==> config.mk <==
export PLATFORM = sky130hd
export DESIGN_NAME = pinned_refcounted_block_cache_core
export DESIGN_NICKNAME = d
export VERILOG_FILES = /design/src/design/prbc_pkg.sv /design/src/design/prbc_ram.sv /design/src/design/pinned_refcounted_block_cache_core.sv
export SDC_FILE = /design/constraint.sdc
export NUM_CORES = 2
export LEC_CHECK = 0
export ABC_AREA = 1
export BUFFER_PORTS_ARGS = -buffer_cell sky130_fd_sc_hd__buf_2
export CORE_ASPECT_RATIO = 0.8
export CORE_UTILIZATION = 45
export CTS_CLUSTER_SIZE = 30
export DETAILED_ROUTE_END_ITERATION = 8
export MAX_ROUTING_LAYER = met4
export SYNTH_ARGS = -nofsm -noshare
export SYNTH_HDL_FRONTEND = slang
export SYNTH_SLANG_ARGS = --single-unit
==> constraint.sdc <==
create_clock -name clock -period 14 [get_ports clock]
set_clock_uncertainty 0.05 [all_clocks]
set_input_delay 2.8 -clock clock [delete_from_list [all_inputs] [get_ports clock]]
set_output_delay 2.8 -clock clock [all_outputs]
set_load 0.02 [all_outputs]
==> src/design/prbc_pkg.sv <==
`timescale 1ns / 1ps
// Shared types and codes for the pinned, reference-counted block cache tag table.
// No dependencies; used by the top level.
package prbc_pkg;

   typedef enum logic [2:0] {
      KIND_RETRIEVE = 3'd0,
      KIND_DONE     = 3'd1,
      KIND_PIN      = 3'd2,
      KIND_UNPIN    = 3'd3,
      KIND_MODIFIED = 3'd4,
      KIND_SYNC     = 3'd5,
      KIND_FLUSH    = 3'd6,
      KIND_DROP     = 3'd7
   } kind_type;

   typedef enum logic [2:0] {
      ST_HIT    = 3'd0,
      ST_MISS   = 3'd1,
      ST_OK     = 3'd2,
      ST_WB     = 3'd3,
      ST_REL    = 3'd4,
      ST_NONE   = 3'd5,
      ST_NOTC   = 3'd6,
      ST_NOVIC  = 3'd7
   } status_type;

   typedef enum logic [1:0] {
      S_IDLE = 2'd0,
      S_RD   = 2'd1,
      S_EVAL = 2'd2,
      S_FIN  = 2'd3
   } state_type;

   typedef struct packed {
      kind_type    kind;
      logic [31:0] block_number;
      logic        pin_on_load;
      logic        was_modified;
   } req_type;

   typedef struct packed {
      status_type  status;
      logic [3:0]  slot;
      logic [31:0] block_id;
      logic        victim_valid;
      logic [31:0] victim_block;
      logic        writeback;
      logic [15:0] ref_count;
      logic        last;
   } rsp_type;

   localparam int STAMP_BITS = 64;

endpackage

==> src/design/prbc_ram.sv <==
`timescale 1ns / 1ps
// Generic single-port-write, single-port-read RAM with a registered read.
// No dependencies.
module prbc_ram #(
   parameter int WIDTH = 8,
   parameter int DEPTH = 16
) (
   input  logic                     clock,
   input  logic                     wr_en,
   input  logic [$clog2(DEPTH)-1:0] wr_addr,
   input  logic [WIDTH-1:0]         wr_data,
   input  logic [$clog2(DEPTH)-1:0] rd_addr,
   output logic [WIDTH-1:0]         rd_data
);

   logic [WIDTH-1:0] mem_ff [DEPTH];
   logic [WIDTH-1:0] rd_data_ff;

   always_ff @(posedge clock) begin
      if (wr_en) begin
         mem_ff[wr_addr] <= wr_data;
      end
      rd_data_ff <= mem_ff[rd_addr];
   end

   assign rd_data = rd_data_ff;

endmodule

==> src/design/pinned_refcounted_block_cache_core.sv <==
`timescale 1ns / 1ps
// Top level of the pinned, reference-counted block cache tag table.
// Depends on prbc_pkg and prbc_ram.
//
//   Channel | Ports                          | Beat carries
//   --------+--------------------------------+-----------------------------------
//   request | req_valid req_ready req_payload | one command (kind, block, flags)
//   result  | rsp_valid rsp_ready rsp_payload | one result; last marks the final one
//
// Every command walks all slots through the entry RAM, each slot in a read state
// (S_RD) then an evaluate state (S_EVAL), between accept (S_IDLE) and finish
// (S_FIN). The registered read of the entry RAM sets the separate read and evaluate
// steps. Reset empties the table at once (valid bits are flip-flops) and refills
// the free list; no clearing pass is needed. A stalled result side holds the walk
// in place; one result is buffered in the output register and one more waits in
// the pending register so that last can be set.
module pinned_refcounted_block_cache_core #(
   parameter int NUM_SLOTS = 16,
   parameter int REF_BITS  = 16
) (
   input  logic             clock,
   input  logic             reset,
   input  logic             req_valid,
   output logic             req_ready,
   input  prbc_pkg::req_type req_payload,
   output logic             rsp_valid,
   input  logic             rsp_ready,
   output prbc_pkg::rsp_type rsp_payload
);

   localparam int SW = $clog2(NUM_SLOTS);
   localparam logic [SW-1:0] LAST_IDX = SW'(NUM_SLOTS - 1);
   localparam logic [SW:0] FULL_COUNT = (SW + 1)'(NUM_SLOTS);
   localparam logic [REF_BITS-1:0] REF_MAX = '1;

   // One RAM word per slot holds everything but the valid bit.
   typedef struct packed {
      logic [31:0]                     blk;
      logic [REF_BITS-1:0]             refs;
      logic                            pinned;
      logic                            dirty;
      logic [prbc_pkg::STAMP_BITS-1:0] stamp;
   } entry_type;

   prbc_pkg::state_type state_ff, state_in;
   prbc_pkg::req_type   req_ff, req_in;
   logic [SW-1:0]       idx_ff, idx_in;
   logic                found_ff, found_in;
   logic [SW-1:0]       hit_slot_ff, hit_slot_in;
   entry_type           hit_word_ff, hit_word_in;
   logic                vic_found_ff, vic_found_in;
   logic [SW-1:0]       vic_slot_ff, vic_slot_in;
   logic [prbc_pkg::STAMP_BITS-1:0] vic_stamp_ff, vic_stamp_in;
   logic [31:0]         vic_block_ff, vic_block_in;
   logic                vic_dirty_ff, vic_dirty_in;
   logic                pend_valid_ff, pend_valid_in;
   prbc_pkg::rsp_type   pend_ff, pend_in;
   logic                rsp_valid_ff, rsp_valid_in;
   prbc_pkg::rsp_type   rsp_ff, rsp_in;
   logic [NUM_SLOTS-1:0] valid_ff, valid_in;
   logic [SW-1:0]       fifo_ff [NUM_SLOTS];
   logic [SW-1:0]       fifo_in [NUM_SLOTS];
   logic [SW-1:0]       head_ff, head_in, tail_ff, tail_in;
   logic [SW:0]         count_ff, count_in;
   logic [prbc_pkg::STAMP_BITS-1:0] stamp_ff, stamp_in;

   logic                ram_we;
   logic [SW-1:0]       ram_waddr;
   entry_type           ram_wdata;
   entry_type           rword;

   logic out_free, is_walk, cur_valid, walk_report, walk_stall;

   prbc_ram #(
      .WIDTH($bits(entry_type)),
      .DEPTH(NUM_SLOTS)
   ) u_entries (
      .clock  (clock),
      .wr_en  (ram_we),
      .wr_addr(ram_waddr),
      .wr_data(ram_wdata),
      .rd_addr(idx_ff),
      .rd_data(rword)
   );

   function automatic logic [3:0] slot_field(input logic [SW-1:0] s);
      logic [SW+3:0] ext;
      ext = {4'b0, s};
      return ext[3:0];
   endfunction

   function automatic logic [15:0] ref_field(input logic [REF_BITS-1:0] r);
      logic [REF_BITS+15:0] ext;
      ext = {16'b0, r};
      return ext[15:0];
   endfunction

   function automatic logic [SW-1:0] wrap_inc(input logic [SW-1:0] p);
      return (p == LAST_IDX) ? '0 : p + SW'(1);
   endfunction

   assign out_free    = !rsp_valid_ff || rsp_ready;
   assign req_ready   = (state_ff == prbc_pkg::S_IDLE);
   assign rsp_valid   = rsp_valid_ff;
   assign rsp_payload = rsp_ff;
   assign is_walk     = (req_ff.kind == prbc_pkg::KIND_SYNC) ||
                        (req_ff.kind == prbc_pkg::KIND_FLUSH) ||
                        (req_ff.kind == prbc_pkg::KIND_DROP);
   assign cur_valid   = valid_ff[idx_ff];
   assign walk_report = is_walk && cur_valid &&
                        ((req_ff.kind != prbc_pkg::KIND_SYNC) || rword.dirty);
   // A second reportable entry needs the pending result moved out first.
   assign walk_stall  = walk_report && pend_valid_ff && !out_free;

   // Next state.
   always_comb begin
      state_in = state_ff;
      unique case (state_ff)
         prbc_pkg::S_IDLE: begin
            if (req_valid) state_in = prbc_pkg::S_RD;
         end
         prbc_pkg::S_RD: state_in = prbc_pkg::S_EVAL;
         prbc_pkg::S_EVAL: begin
            if (!walk_stall) begin
               state_in = (idx_ff == LAST_IDX) ? prbc_pkg::S_FIN : prbc_pkg::S_RD;
            end
         end
         prbc_pkg::S_FIN: begin
            if (out_free) state_in = prbc_pkg::S_IDLE;
         end
         default: state_in = prbc_pkg::S_IDLE;
      endcase
   end

   // Datapath and table updates.
   always_comb begin
      entry_type nw;
      logic [SW-1:0] ns;
      req_in        = req_ff;
      idx_in        = idx_ff;
      found_in      = found_ff;
      hit_slot_in   = hit_slot_ff;
      hit_word_in   = hit_word_ff;
      vic_found_in  = vic_found_ff;
      vic_slot_in   = vic_slot_ff;
      vic_stamp_in  = vic_stamp_ff;
      vic_block_in  = vic_block_ff;
      vic_dirty_in  = vic_dirty_ff;
      pend_valid_in = pend_valid_ff;
      pend_in       = pend_ff;
      rsp_valid_in  = rsp_valid_ff && !rsp_ready;
      rsp_in        = rsp_ff;
      valid_in      = valid_ff;
      fifo_in       = fifo_ff;
      head_in       = head_ff;
      tail_in       = tail_ff;
      count_in      = count_ff;
      stamp_in      = stamp_ff;
      ram_we        = 1'b0;
      ram_waddr     = idx_ff;
      ram_wdata     = rword;
      nw            = hit_word_ff;
      ns            = fifo_ff[head_ff];

      unique case (state_ff)
         prbc_pkg::S_IDLE: begin
            if (req_valid) begin
               req_in        = req_payload;
               idx_in        = '0;
               found_in      = 1'b0;
               vic_found_in  = 1'b0;
               pend_valid_in = 1'b0;
            end
         end
         prbc_pkg::S_RD: begin
         end
         prbc_pkg::S_EVAL: begin
            if (!walk_stall) begin
               if (idx_ff != LAST_IDX) idx_in = idx_ff + SW'(1);
            end
            if (!is_walk) begin
               if (cur_valid && rword.blk == req_ff.block_number && !found_ff) begin
                  found_in    = 1'b1;
                  hit_slot_in = idx_ff;
                  hit_word_in = rword;
               end
               if (req_ff.kind == prbc_pkg::KIND_RETRIEVE && cur_valid &&
                   !rword.pinned && rword.refs == '0 &&
                   (!vic_found_ff || rword.stamp < vic_stamp_ff)) begin
                  vic_found_in = 1'b1;
                  vic_slot_in  = idx_ff;
                  vic_stamp_in = rword.stamp;
                  vic_block_in = rword.blk;
                  vic_dirty_in = rword.dirty;
               end
            end else if (walk_report && !walk_stall) begin
               if (pend_valid_ff) begin
                  rsp_valid_in = 1'b1;
                  rsp_in       = pend_ff;
               end
               pend_valid_in        = 1'b1;
               pend_in              = '0;
               pend_in.slot         = slot_field(idx_ff);
               pend_in.block_id     = rword.blk;
               pend_in.ref_count    = ref_field(rword.refs);
               if (req_ff.kind == prbc_pkg::KIND_SYNC) begin
                  pend_in.status    = prbc_pkg::ST_WB;
                  pend_in.writeback = 1'b1;
                  ram_we            = 1'b1;
                  ram_wdata.dirty   = 1'b0;
               end else begin
                  pend_in.status    = prbc_pkg::ST_REL;
                  pend_in.writeback = (req_ff.kind == prbc_pkg::KIND_FLUSH) && rword.dirty;
                  valid_in[idx_ff]  = 1'b0;
                  if (count_ff < FULL_COUNT) begin
                     fifo_in[tail_ff] = idx_ff;
                     tail_in          = wrap_inc(tail_ff);
                     count_in         = count_ff + (SW + 1)'(1);
                  end
               end
            end
         end
         prbc_pkg::S_FIN: begin
            if (out_free) begin
               rsp_valid_in  = 1'b1;
               rsp_in        = '0;
               rsp_in.last   = 1'b1;
               pend_valid_in = 1'b0;
               if (is_walk) begin
                  if (pend_valid_ff) begin
                     rsp_in      = pend_ff;
                     rsp_in.last = 1'b1;
                  end else begin
                     rsp_in.status = prbc_pkg::ST_NONE;
                  end
               end else if (req_ff.kind == prbc_pkg::KIND_RETRIEVE) begin
                  rsp_in.block_id = req_ff.block_number;
                  if (found_ff) begin
                     if (hit_word_ff.refs != REF_MAX) begin
                        nw.refs = hit_word_ff.refs + REF_BITS'(1);
                     end
                     ram_we           = 1'b1;
                     ram_waddr        = hit_slot_ff;
                     ram_wdata        = nw;
                     rsp_in.status    = prbc_pkg::ST_HIT;
                     rsp_in.slot      = slot_field(hit_slot_ff);
                     rsp_in.ref_count = ref_field(nw.refs);
                  end else if (count_ff == '0 && !vic_found_ff) begin
                     rsp_in.status = prbc_pkg::ST_NOVIC;
                  end else begin
                     if (count_ff == '0) begin
                        // Evict into the tail, then pop the same slot from the head.
                        ns               = vic_slot_ff;
                        fifo_in[tail_ff] = vic_slot_ff;
                        tail_in          = wrap_inc(tail_ff);
                        rsp_in.victim_valid = 1'b1;
                        rsp_in.victim_block = vic_block_ff;
                        rsp_in.writeback    = vic_dirty_ff;
                     end else begin
                        count_in = count_ff - (SW + 1)'(1);
                     end
                     head_in          = wrap_inc(head_ff);
                     valid_in[ns]     = 1'b1;
                     nw.blk           = req_ff.block_number;
                     nw.refs          = REF_BITS'(1);
                     nw.pinned        = req_ff.pin_on_load;
                     nw.dirty         = 1'b0;
                     nw.stamp         = stamp_ff;
                     stamp_in         = stamp_ff + {{(prbc_pkg::STAMP_BITS-1){1'b0}}, 1'b1};
                     ram_we           = 1'b1;
                     ram_waddr        = ns;
                     ram_wdata        = nw;
                     rsp_in.status    = prbc_pkg::ST_MISS;
                     rsp_in.slot      = slot_field(ns);
                     rsp_in.ref_count = 16'd1;
                  end
               end else begin
                  rsp_in.block_id = req_ff.block_number;
                  if (!found_ff) begin
                     rsp_in.status = prbc_pkg::ST_NOTC;
                  end else begin
                     priority case (req_ff.kind)
                        prbc_pkg::KIND_DONE: begin
                           if (hit_word_ff.refs != '0) begin
                              nw.refs = hit_word_ff.refs - REF_BITS'(1);
                           end
                           if (req_ff.was_modified) nw.dirty = 1'b1;
                        end
                        prbc_pkg::KIND_PIN:   nw.pinned = 1'b1;
                        prbc_pkg::KIND_UNPIN: nw.pinned = 1'b0;
                        default:              nw.dirty  = 1'b1;
                     endcase
                     ram_we           = 1'b1;
                     ram_waddr        = hit_slot_ff;
                     ram_wdata        = nw;
                     rsp_in.status    = prbc_pkg::ST_OK;
                     rsp_in.slot      = slot_field(hit_slot_ff);
                     rsp_in.ref_count = ref_field(nw.refs);
                  end
               end
            end
         end
         default: begin
         end
      endcase
   end

   always_ff @(posedge clock) begin
      if (reset) begin
         state_ff      <= prbc_pkg::S_IDLE;
         pend_valid_ff <= 1'b0;
         rsp_valid_ff  <= 1'b0;
         valid_ff      <= '0;
         head_ff       <= '0;
         tail_ff       <= '0;
         count_ff      <= FULL_COUNT;
         stamp_ff      <= '0;
         for (int i = 0; i < NUM_SLOTS; i++) begin
            fifo_ff[i] <= SW'(i);
         end
      end else begin
         state_ff      <= state_in;
         pend_valid_ff <= pend_valid_in;
         rsp_valid_ff  <= rsp_valid_in;
         valid_ff      <= valid_in;
         head_ff       <= head_in;
         tail_ff       <= tail_in;
         count_ff      <= count_in;
         stamp_ff      <= stamp_in;
         fifo_ff       <= fifo_in;
      end
   end

   always_ff @(posedge clock) begin
      req_ff       <= req_in;
      idx_ff       <= idx_in;
      found_ff     <= found_in;
      hit_slot_ff  <= hit_slot_in;
      hit_word_ff  <= hit_word_in;
      vic_found_ff <= vic_found_in;
      vic_slot_ff  <= vic_slot_in;
      vic_stamp_ff <= vic_stamp_in;
      vic_block_ff <= vic_block_in;
      vic_dirty_ff <= vic_dirty_in;
      pend_ff      <= pend_in;
      rsp_ff       <= rsp_in;
   end

   // Every slot is either in the table or on the free list, never both.
   a_slot_conservation: assert property (@(posedge clock) disable iff (reset)
      ($countones(valid_ff) + 32'(count_ff)) == NUM_SLOTS)
      else $error("free count and valid slots disagree");

   a_free_bound: assert property (@(posedge clock) disable iff (reset)
      count_ff <= FULL_COUNT)
      else $error("free list overflow");

   a_idle_no_pending: assert property (@(posedge clock) disable iff (reset)
      (state_ff == prbc_pkg::S_IDLE) |-> !pend_valid_ff)
      else $error("pending result left behind after a walk");

endmodule

Word level (Yosys, flattened, before mapping)
Memories as Yosys holds them, arrays and structs flattened. A register that Yosys moved wholly into a read port is not among the register bits.
Index checks and enable logic that the tools add are counted.
Widths: inputs -> output; s select.
{"block": "totals", "word_cells": 315, "input_bits": 41, "ram_bits": 1824, "output_inout_bits": 92, "n_memories": 1, "ff_bits": 569}
{"block": "op_classes", "magnitude_cmp": 9, "n_addsub": 8, "eq_ne": 34, "bitwise_logic": 8, "reduce_logical": 52, "n_mux": 149}
{"memory": "u_entries.mem_ff", "words": 16, "width": 114, "read_ports": 1, "rd_clocked_by_memory_dff": 1, "wr": 1, "line_no": "prbc_ram.sv:16", "rtl": "logic [WIDTH-1:0] mem_ff [DEPTH];"}
{"cell": "$mux 64", "count": 11}
{"cell": "$mux 114", "count": 6}
{"cell": "$mux 90", "count": 4}
{"cell": "$mux 16", "count": 14}
{"cell": "$pmux 90 s2", "count": 1}
{"cell": "$mux 4", "count": 34}
{"cell": "$bwmux 64", "count": 2}
{"cell": "$pmux 64 s2", "count": 1}
{"cell": "$mux 34", "count": 3}
{"cell": "$mux 89", "count": 1}
{"cell": "$mux 87", "count": 1}
{"cell": "$add 64x1->64 const B", "count": 1}
{"cell": "$lt 64x64->1", "count": 1}
{"cell": "$mux 5", "count": 10}
{"cell": "$mux 50", "count": 1}
{"cell": "$mux 49", "count": 1}
{"cell": "$mux 39", "count": 1}
{"cell": "$ne 2x2->1 const B", "count": 18}
{"cell": "$eq 32x32->1", "count": 1}
{"cell": "$pmux 16 s2", "count": 1}
{"cell": "$mux 1", "count": 31}
{"cell": "$reduce_and 11->1", "count": 2}
{"cell": "$logic_and 1x1->1", "count": 17}
{"cell": "$add 16x1->16 const B", "count": 1}
{"cell": "51 further kinds", "count": 96}

Logic depth before layout (Yosys ltp)
{"block": "logic_depth", "depth_word": 22, "depth_mapped": 17, "mapped_depth_nobuf": 15}

By module
From an unflattened synthesis, not the netlist that was laid out.
{"block": "unflattened", "cells_unflattened": 10756, "hier_area_um2": 108729.3}
{"module": "prbc_ram", "instances": 1, "area_per_inst_um2": 79984.2, "seq_area_each_um2": 57054.7, "cells_each": 7478}
{"module": "pinned_refcounted_block_cache_core", "instances": 1, "area_per_inst_um2": 28745.1, "seq_area_each_um2": 15444.8, "cells_each": 3278}

Worst setup path after synthesis
Ideal clock, no wire load.
{"block": "synth_path", "path_kind": "input -> register", "start": "in rsp_ready", "end": "reg rsp_ff, in the netlist rsp_payload[0], enable pin", "n_path_buf": 0, "required_time_ns": 13.278, "setup_time_ns": 0.672, "cell_stages": 7, "setup_slack_ns": 3.201, "arrival_ns": 10.076, "path_cell_list": "or2_2 > inv_1 > nand2_1 > nand3_4 > nand2_8 > nand2_4 > a211oi_1"}
{"block": "synth_between", "elab_chain_cells": 7, "elab_cells_between_ends": 8, "classes_between": "2 x eq/ne; 6 x reduce/logical"}
{"element": "start, declared", "line_no": "pinned_refcounted_block_cache_core.sv:27", "rtl": "input logic rsp_ready,"}
{"element": "$logic_or 1x1->1 *", "line_no": "pinned_refcounted_block_cache_core.sv:102", "rtl": "assign out_free = !rsp_valid_ff || rsp_ready;"}
{"element": "$logic_not 1->1", "line_no": "pinned_refcounted_block_cache_core.sv:113", "rtl": "assign walk_stall = walk_report && pend_valid_ff && !out_free;"}
{"element": "$logic_and 1x1->1", "line_no": "pinned_refcounted_block_cache_core.sv:113"}
{"element": "$logic_not 1->1", "line_no": "pinned_refcounted_block_cache_core.sv:196", "rtl": "end else if (walk_report && !walk_stall) begin"}
{"element": "$logic_and 1x1->1", "line_no": "pinned_refcounted_block_cache_core.sv:196"}
{"element": "$ne 2x2->1 (no source line)"}
{"element": "$reduce_and 5->1 (no source line) *"}
{"element": "end signal, assigned", "line_no": "pinned_refcounted_block_cache_core.sv:346", "rtl": "rsp_ff <= rsp_in;"}
{"element": "end, declared", "line_no": "pinned_refcounted_block_cache_core.sv:59", "rtl": "prbc_pkg::rsp_type rsp_ff, rsp_in;"}
Every way passes the cells marked *; elsewhere a longest branch is shown, timed or not.
A chain may end at the register's enable or synchronous reset.

Worst setup path after layout
{"block": "layout_path", "start": "in rsp_ready", "end": "mem u_entries.mem_ff[4][25] (netlist name), enable pin"}
{"block": "layout_between", "elab_chain_cells": 10, "elab_cells_between_ends": 13, "classes_between": "8 x mux; 5 x reduce/logical"}
{"element": "$logic_or 1x1->1 *", "line_no": "pinned_refcounted_block_cache_core.sv:102"}
{"element": "$logic_not 1->1", "line_no": "pinned_refcounted_block_cache_core.sv:113"}
{"element": "$logic_and 1x1->1", "line_no": "pinned_refcounted_block_cache_core.sv:113"}
{"element": "$logic_not 1->1", "line_no": "pinned_refcounted_block_cache_core.sv:196"}
{"element": "$logic_and 1x1->1", "line_no": "pinned_refcounted_block_cache_core.sv:196"}
{"element": "$mux 1", "line_no": "pinned_refcounted_block_cache_core.sv:196"}
{"element": "$mux 1", "line_no": "pinned_refcounted_block_cache_core.sv:181", "rtl": "if (!is_walk) begin"}
{"element": "$pmux 1 s2", "line_no": "pinned_refcounted_block_cache_core.sv:165", "rtl": "unique case (state_ff)"}
{"element": "$mux 1", "line_no": "prbc_ram.sv:20", "rtl": "if (wr_en) begin"}
{"element": "$mux 1 (not written as such)", "line_no": "prbc_ram.sv:21", "rtl": "mem_ff[wr_addr] <= wr_data;"}
{"element": "end, declared", "line_no": "prbc_ram.sv:16"}
Marks and branches as above.

==> impl_metrics.ini <==
[place]
dp_hpwl_mm = 147
numPortBuffers = 132
gp_congestion = 0.967

[power_and_ir_drop]
peakVddDrop_v = 0.000134
internal_power_w = 0.0129
power_w = 0.0175
p_sw_w = 0.00461
leakage_nw = 37.6
comb_power_share = 0.120
swShare = 0.264
seq_power_share = 0.519
powerDensity_nw_per_um2 = 156
clockPowerShare = 0.361

[yosys]
yosys_warnings = 0
synth.largest_area_cell = edfxtp_1
synth_top_area_share = 0.666
ys.flop_type = edfxtp_1
netlist_instances = 8436
synth_edf_count = 2231
async_reset_ff_frac = 0
avgSynthCellArea_um2 = 11.9
ys_types = 61
syn_area_um2 = 101000
synth-seq-area-share = 0.720
ys_ff_latch = 2506
synthTopCellsByArea = edfxtp_1, dfxtp_1, o21ai_0
syn-num-nets = 8556

[route]
wl_per_cell_um = 24.2
ant_nets = 0
via_per_inst = 5.81
num_vias = 67320
drt_wl_total_mm = 281
dr.pass1.iters = 6
drt_iter0_drc = 8218
drcViolationCount = 0

[finish]
nNetsFinal = 8550
drive_gt1_frac = 0.0765
regArea_um2 = 72500
multiInputGateArea_um2 = 24800
fillers = 19176
areaGrowthSynthToFinish_pct = 11.2

[clock_network]
cts_sinks = 2506
path_clk_slew_ps = 60
root_buffer = clkbuf_16
ctsHoldBuffers = 0
cts_resized = 0
post_cts_buffers = 0
clockBufferDepth = 4
h-tree-depth = 4
cts_made_buffers = 239
cts_tree = yes
clk_latency_ps = 900

[setup_path]
endpoint_kind = flip-flop
worstSetupPathType = in -> reg
max_stage_delay_ps = 810
crit_chain = buf_2, or2_2, nand2_1, nor2_4, buf_4, inv_1, a21oi_2, nor2_1, inv_1, nand2_1, nor2_1, nand2_1, nor2_4, buf_4, buf_4
cp_num_buf_inv = 6
cp.required_ps = 14420
crit_arrival_ps = 7400
crit_family = buffers and inverters
cp-start-kind = input pin
critPathMaxFanout = 37
worst_path_max_delay_cell = nor2_4
worst-r2r-setup-slack_ps = 7480

[timing]
drv_slew = 0
min_period_ps = 6980
hold_viol_final = 0
max_slew_margin = 0.0582
finalSetupViolations = 0
fin_crit_sh = 0.498
rsz0062_at_grt = false
max_freq_ghz = 0.143
fin_tns_setup_ps = 0
worst_slew_pin_slew_ps = 1400

[grt]
antenna_found_initial = 5
grt_max_degree = 191
grt_pass1_wl_mm = 413
grt_pass1_vias = 62714
grt_overflow = 0
grtUsageTotal = 0.251

[floorplanning]
num_rows = 154
ios = 133
die_w_um = 531
core-area_um2 = 221000
die_area_um2 = 226000
initial_core_util = 0.455
die_h_um = 425

[flow_run]
maxCapViolCount = 0

[outcome]
status = complete, no violations

[hold_path]
hold_class = reg -> reg
==> final cells by class <==
cell class / count / area share
antenna: 5 / 0.000112
clock buffer: 321 / 0.0582
clock inverter: 116 / 0.00920
inverter: 449 / 0.0153
multi-input combinational: 4998 / 0.221
sequential: 2506 / 0.648
tap: 2964 / 0.0331
timing repair buffer: 236 / 0.0149
==> sequential cells by signal, indices dropped and copies added, names as in the netlist, 16 cells and up <==
register,flops
vic_block_ff,32
rsp_payload,90
fifo_ff,64
u_entries.rd_data,114
u_entries.mem_ff,1824
hit_word_ff,114
stamp_ff,64
pend_ff,55
vic_stamp_ff,64
req_ff,37
valid_ff,16
==> cell families (layout without fill, tap and decap cells) <==
| kind of cell | count (synthesis) | after routing | share of synthesized area |
|---|---|---|---|
| other cells | 0 | 5 | 0 |
| compound gates | 1868 | 1868 | 0.104 |
| flops | 2506 | 2506 | 0.720 |
| buf+inv | 932 | 1122 | 0.0357 |
| xor+xnor | 62 | 62 | 0.00540 |
| fa+ha+maj | 79 | 79 | 0.00990 |
| simple gates | 2989 | 2989 | 0.125 |
==> cell usage after synthesis (all sizes together), types with 59 or more instances <==
| cell | instances |
|---|---|
| xor2 | 59 |
| inv | 447 |
| a21oi | 159 |
| buf | 78 |
| nand4 | 188 |
| edfxtp | 2231 |
| ha | 78 |
| nand2 | 1192 |
| clkbuf | 405 |
| nor2 | 1221 |
| nand3 | 282 |
| o22ai | 461 |
| o21ai | 1071 |
| o211ai | 116 |
| nor3 | 68 |
| dfxtp | 275 |
==> power by group through the flow <==
stage | Sequential, W | Combinational [W] | Clock (W)
final | 0.00907 | 0.00210 | 0.00631
after global routing | 0.00908 | 0.00231 | 0.00669
after CTS | 0.00905 | 0.00207 | 0.00640
after detailed placement | 0.00921 | 0.00206 | 0
after global placement | 0.00921 | 0.00201 | 0
after floorplan | 0.00909 | 0.00134 | 0
==> worst paths after layout <==
kind / endpoint / depth (start not counted) / from
max: u_entries.mem_ff[4][25]$_DFFE_PP_ / 15 / rsp_ready
max reg2reg: u_entries.mem_ff[4][25]$_DFFE_PP_ / 13 / req_ff[35]$_DFFE_PP_
min: vic_stamp_ff[0]$_DFFE_PP_ / 0 / u_entries.rd_data[0]$_DFF_P_
min reg2reg: vic_stamp_ff[0]$_DFFE_PP_ / 0 / u_entries.rd_data[0]$_DFF_P_
==> stage by stage <==
stage          cell area, µm²  utilization  worst slack [ps]  cells  hold WS, ps
2_1_floorplan          101000            -              3200   8436          376
3_3_place_gp           104000        0.472              6150  11153          386
3_5_place_dp           104000        0.472              6180  11153          390
4_1_cts                112000        0.506              7070  11590          404
5_1_grt                112000        0.506              6900  11593          435
6_report               112000        0.506              7020  11595          410
==> placed cells by master, fill, tap and decap left out, types with 5 or more instances in the layout <==
| cell | synthesis | final |
|---|---|---|
| o211ai_1 | 116 | 116 |
| nand4_1 | 173 | 173 |
| nor4_1 | 18 | 18 |
| bufinv_16 | 0 | 16 |
| nor3b_1 | 6 | 6 |
| clkinv_2 | 1 | 51 |
| clkinvlp_4 | 0 | 7 |
| nor2_4 | 3 | 24 |
| a22o_1 | 6 | 6 |
| dfxtp_1 | 275 | 275 |
| edfxtp_1 | 2231 | 2231 |
| o21ai_1 | 9 | 9 |
| o221ai_1 | 20 | 20 |
| buf_12 | 0 | 18 |
| a31oi_1 | 7 | 7 |
| clkbuf_16 | 0 | 240 |
| nand4_4 | 14 | 14 |
| ha_1 | 78 | 78 |
| diode_2 | 0 | 5 |
| clkbuf_1 | 405 | 61 |
| clkbuf_8 | 0 | 20 |
| clkinv_4 | 0 | 5 |
| nand2_1 | 1187 | 1186 |
| a21oi_1 | 157 | 156 |
| buf_4 | 4 | 86 |
| nor3_1 | 64 | 63 |
| o22ai_1 | 461 | 461 |
| o2111ai_1 | 5 | 5 |
| nand3_1 | 281 | 281 |
| or2_2 | 7 | 7 |
| xor2_1 | 59 | 59 |
| o21ai_0 | 1061 | 1061 |
| nor2_1 | 1215 | 1194 |
| inv_1 | 437 | 434 |
| inv_2 | 10 | 9 |
| buf_2 | 38 | 132 |
| clkinv_1 | 1 | 35 |
==> worst reg2reg max path, cell delays in order, from the launching register on <==
cell      delay (ps)
edfxtp_1         500
o21ai_2          390
inv_2             70
nor2_2           640
inv_1            140
nor3_1           450
nand2_4          220
inv_2            660
nor2_1           140
nor2_1           180
nand2_1          260
nor2_4           810
buf_4            760
buf_4            770
==> per-layer routing <==
| layer | wire length, µm | GRT usage | vias to the layer above |
|---|---|---|---|
| met4 | 5360 | 0.0542 | 0 |
| met5 | 0 | - | - |
| met3 | 26500 | 0.0424 | 373 |
| met2 | 124000 | 0.366 | 3042 |
| met1 | 125000 | 0.369 | 33543 |
| li1 | - | - | 30362 |
No activity file was read; power rests on OpenSTA's default activity.
